--- src/csm_pkg.sv ---
// Shared types, constants and helpers for the clock skew monitor.
// No dependencies; every other file imports this package.
package csm_pkg;

    // Significant width of both counters; the mask below follows from it.
    localparam int CntWidth = 64;
    localparam logic [63:0] CntMask = 64'hFFFF_FFFF_FFFF_FFFF >> (64 - CntWidth);

    // Configuration register indexes
    localparam logic [2:0] CfgMonMask   = 3'd0;
    localparam logic [2:0] CfgMonMult   = 3'd1;
    localparam logic [2:0] CfgMonShift  = 3'd2;
    localparam logic [2:0] CfgRefMask   = 3'd3;
    localparam logic [2:0] CfgRefMult   = 3'd4;
    localparam logic [2:0] CfgRefShift  = 3'd5;
    localparam logic [2:0] CfgMargin    = 3'd6;
    localparam logic [2:0] CfgReadLimit = 3'd7;

    // Result status codes
    localparam logic [2:0] StReject   = 3'd0;
    localparam logic [2:0] StPrimed   = 3'd1;
    localparam logic [2:0] StWithin   = 3'd2;
    localparam logic [2:0] StExceeded = 3'd3;
    localparam logic [2:0] StShortest = 3'd4;

    // Register reset values
    localparam logic [63:0] RstMask   = 64'hFFFF_FFFF_FFFF_FFFF;
    localparam logic [31:0] RstMult   = 32'd1;
    localparam logic [31:0] RstMargin = 32'd100000;   // 100 us
    localparam logic [31:0] RstLimit  = 32'd100000;

    typedef struct packed {
        logic [63:0] mon_count;
        logic [63:0] ref_count;
        logic [63:0] ref_count_after;
        logic [63:0] sample_time_ns;
    } t_in_req;

    typedef struct packed {
        logic [2:0]         status;
        logic signed [63:0] mon_elapsed_ns;
        logic signed [63:0] ref_elapsed_ns;
        logic [63:0]        skew_total_ns;
        logic [31:0]        overflow_total;
        logic [63:0]        shortest_ns;
    } t_out_req;

    // Partial products of a 64x32 multiply, low 64 bits kept:
    // lo = delta[31:0] * mult, hi = low half of delta[63:32] * mult.
    typedef struct packed {
        logic [63:0] lo;
        logic [31:0] hi;
    } t_part;

    function automatic logic [63:0] to_ns(input t_part p, input logic [5:0] sh);
        logic [63:0] prod;
        prod = p.lo + {p.hi, 32'b0};
        return prod >> sh;
    endfunction

endpackage

--- src/csm_ns_front.sv ---
// Masked counter delta and the two 32x32 partial products of its ns conversion.
// Depends on csm_pkg.
module csm_ns_front (
    input  logic [63:0]    i_now,
    input  logic [63:0]    i_last,
    input  logic [63:0]    i_mask,
    input  logic [31:0]    i_mult,
    output csm_pkg::t_part o_part
);
    import csm_pkg::*;

    logic [63:0] w_m;
    logic [63:0] w_d;
    logic [63:0] w_delta;
    logic [63:0] w_lo;

    assign w_m = i_mask & CntMask;
    assign w_d = (i_now - i_last) & w_m;
    // a delta reaching the mask MSB is taken as a backwards step
    assign w_delta = (|(w_d & ~(w_m >> 1))) ? 64'd0 : w_d;

    assign w_lo        = w_delta[31:0] * i_mult;
    assign o_part.lo   = w_lo;
    assign o_part.hi   = w_delta[63:32] * i_mult;

endmodule

--- config.mk ---
export PLATFORM = sky130hd
export DESIGN_NAME = csm_ns_front
export DESIGN_NICKNAME = d
export VERILOG_FILES = /design/src/csm_pkg.sv /design/src/csm_ns_front.sv
export SDC_FILE = /design/constraint.sdc
export NUM_CORES = 2
export LEC_CHECK = 0
export BUFFER_PORTS_ARGS = -buffer_cell sky130_fd_sc_hd__buf_2
export CORE_MARGIN = 10
export CORE_UTILIZATION = 45
export DETAILED_ROUTE_END_ITERATION = 16
export GPL_TIMING_DRIVEN = 0
export PLACE_DENSITY = 0.76
export SLEW_MARGIN = 20
export SYNTH_ARGS = -nofsm -noshare
export SYNTH_HDL_FRONTEND = slang
export SYNTH_SLANG_ARGS = --single-unit
export TNS_END_PERCENT = 30
--- constraint.sdc ---
create_clock -name vclk -period 12.8
set_input_delay 1.28 -clock vclk [all_inputs]
set_output_delay 1.28 -clock vclk [all_outputs]
set_load 0.05 [all_outputs]
==> summary.md <==
| Metric | Value |
|---|---|
| Number of global-route vias before repair | 50200 |
| Antenna violations before repair | 23 |
| CP Launch Type | input port |
| Leading cell types by total area after synthesis | sky130_fd_sc_hd__fa_1, sky130_fd_sc_hd__ha_1, sky130_fd_sc_hd__inv_1, sky130_fd_sc_hd__nand2_1, sky130_fd_sc_hd__nor2_1 |
| Critical Path Max Stage Delay | 0.61 ns |
| Headroom to the max-slew limit | 0.128 |
| Core region area | 116000 um^2 |
| Layout Nets | 8837 |
| Post-route DRC violation count | 0 |
| Instance count after placement with tap cells included | 8219 |
| Fraction of final layout cells sized beyond drive strength 1 | 0.172 |
| Share of the synthesized area in the top cell type | 0.497 |
| Critical path fanouts, max | 8 |
| Final period demand of the worst path | 15.31 ns |
| Vias after detailed routing | 48100 |
| Combined area of all synthesized cells | 52600 um^2 |
| Worst slew pin tran | 1.31 ns |
| Overall die area | 131000 um^2 |
| Count of standard-cell rows | 125 |
| Data arrival time of the critical path | 14.03 ns |
| Average routed wire per standard cell | 30.0 um |
| Post-layout util | 0.539 |
| I/O pins | 320 |
| Mean area per synthesized cell | 8.26 um^2 |
| Maximum number of pins on one net before global-route repair | 11 |
| Final Non-Filler Cells | 8396 |
| Failing checks | negative setup slack |
| Net count after synthesis | 8347 |
| Chip Width | 362 um |
| Routability Congestion | 1.05 |
| Max capacitance violation total | 0 |
| Master of the slowest instance on the critical path | sky130_fd_sc_hd__fa_2 |
| Crit path required time | 11.52 ns |
| Biggest area consumer among synthesized cells | sky130_fd_sc_hd__fa_1 |
| Most used cell along the critical path | sky130_fd_sc_hd__fa_1 |
| Sequential share of the synthesized area | 0 |
| Vert. Die Dim | 362 um |
| Cells after Synth | 6369 |
| Area added between synthesis and finish | 18.9% |
| Endpoints failing hold | 0 |
| Post-DR vias/cell | 5.72 |
| Clock buffer instance count of the final layout | 0 |
| First-pass iteration count of the detailed router | 6 |
| Worst Setup Slack, final | -2.51 ns |
| Unrepaired setup endpoints after global routing | yes |
| Register Area | 0 um^2 |
| Count of sequential standard cells | 0 |
| Remaining global-route overflow | 0 |
| All-layer global routing usage | 0.378 |
| Synth unique cells | 78 |
| Hold-fix buffers, CTS | 0 |
| Run status | finished, violations left |
| Worst slack at placement | -5.14 ns |
| Setup Viol. Count Final | 66 |
| Most instantiated library cell after synthesis | sky130_fd_sc_hd__inv_1 |
| Yosys warning count | 0 |
| Commonest cells post-synth | sky130_fd_sc_hd__inv_1, sky130_fd_sc_hd__fa_1, sky130_fd_sc_hd__nand2_1 |
| First-pass GRT wire length | 357000 um |
| Post-DRT Antenna Nets | 0 |
| Worst setup path class | in -> out |
| Path class of the lowest-slack min-delay path | in -> out |
| Number of pins exceeding their max-slew limit in the final report | 0 |
| Max Fclk | 65.3 MHz |
| Initial core utilization | 0.453 |
| Portion of the clock cycle consumed by the worst path in the final layout | 1.20 |
| Final Routed Wirelength | 252000 um |
| Nature of the critical path endpoint | output port |
| Number of DRC markers after the initial detailed-route iteration | 5131 |
| Dpl hpwl | 211000 um |
| IO Port Bufs | 320 |
[path summary, 6_finish.rpt]
check | from | to | slack, ns | cells after the start
worst max-delay path | i_now[0] | o_part[94] | -2.51 | 54
worst min-delay path | i_mult[0] | o_part[0] | 3.20 | 4
[stage by stage]
step	hold WS [ns]	TNS, ns	area, um^2
3_5_place_dp	3.19	-223.33	57100
4_1_cts	3.19	-70.33	60700
5_1_grt	3.19	-97.73	62500
2_1_floorplan	2.82	-5.66	53400
3_3_place_gp	3.19	-277.93	57000
6_report	3.20	-82.60	62500
[cell usage in the layout, fill, tap and decap left out, types with 26 or more instances in the layout]
master and instances:
sky130_fd_sc_hd__inv_1 1458, sky130_fd_sc_hd__fa_1 1267, sky130_fd_sc_hd__nand2_1 907, sky130_fd_sc_hd__nor2_1 709
sky130_fd_sc_hd__ha_1 400, sky130_fd_sc_hd__buf_2 278, sky130_fd_sc_hd__buf_4 226, sky130_fd_sc_hd__clkbuf_1 114
sky130_fd_sc_hd__xnor2_1 102, sky130_fd_sc_hd__a21oi_1 93, sky130_fd_sc_hd__a21o_1 91, sky130_fd_sc_hd__nor2_2 61
sky130_fd_sc_hd__buf_6 56, sky130_fd_sc_hd__and2_1 54, sky130_fd_sc_hd__and3_1 46, sky130_fd_sc_hd__buf_12 44
sky130_fd_sc_hd__o21ai_0 43, sky130_fd_sc_hd__xor2_1 39, sky130_fd_sc_hd__fa_2 38, sky130_fd_sc_hd__nand3_1 37
sky130_fd_sc_hd__a21oi_2 37, sky130_fd_sc_hd__ha_4 37, sky130_fd_sc_hd__nand2b_1 36, sky130_fd_sc_hd__o21bai_1 31
sky130_fd_sc_hd__nand4_1 28, sky130_fd_sc_hd__nor3_1 26
[timing repair]
action	in CTS	in global routing
gates cloned	6	3
buffers inserted	113	82
setup endpoints to repair	80	72
hold endpoints to repair	0	0
pin swaps	103	139
resized for setup	660	314
[layer usage]
layer  wire, um  GRT usage
met1      96100      0.484
met2     108000      0.579
met3      31600      0.124
met4      15600      0.175
met5        109          0
[cell type report]
class | count | area, um^2
inverter | 1480 | 5560
timing repair buffer | 524 | 3780
fill | 10900 | 53500
antenna | 15 | 37.5
buffer | 297 | 2510
tap | 1524 | 1910
multi-input combinational | 4556 | 48700
[critical path, delay by kind of cell]
family,cells,cell delay [ns]
xor gates and xnor gates,1,0.14
AOI/OAI and AO/OA,19,4.14
adders and majority gates,11,4.75
and+or+nand+nor,12,2.47
buffers and inverters,11,1.15
[logic make-up (layout without fill, tap and decap cells)]
logic type / Yosys count / count (layout) / synth area share
AND/OR/NAND/NOR: 2099 / 2099 / 0.166
buffers and inverters: 1813 / 2301 / 0.132
adder cells (fa/ha/maj): 1754 / 1754 / 0.604
AO/OA/AOI/OAI: 513 / 513 / 0.0644
XOR/XNOR: 182 / 182 / 0.0326
multiplexers: 8 / 8 / 0.00159
other: 0 / 15 / 0
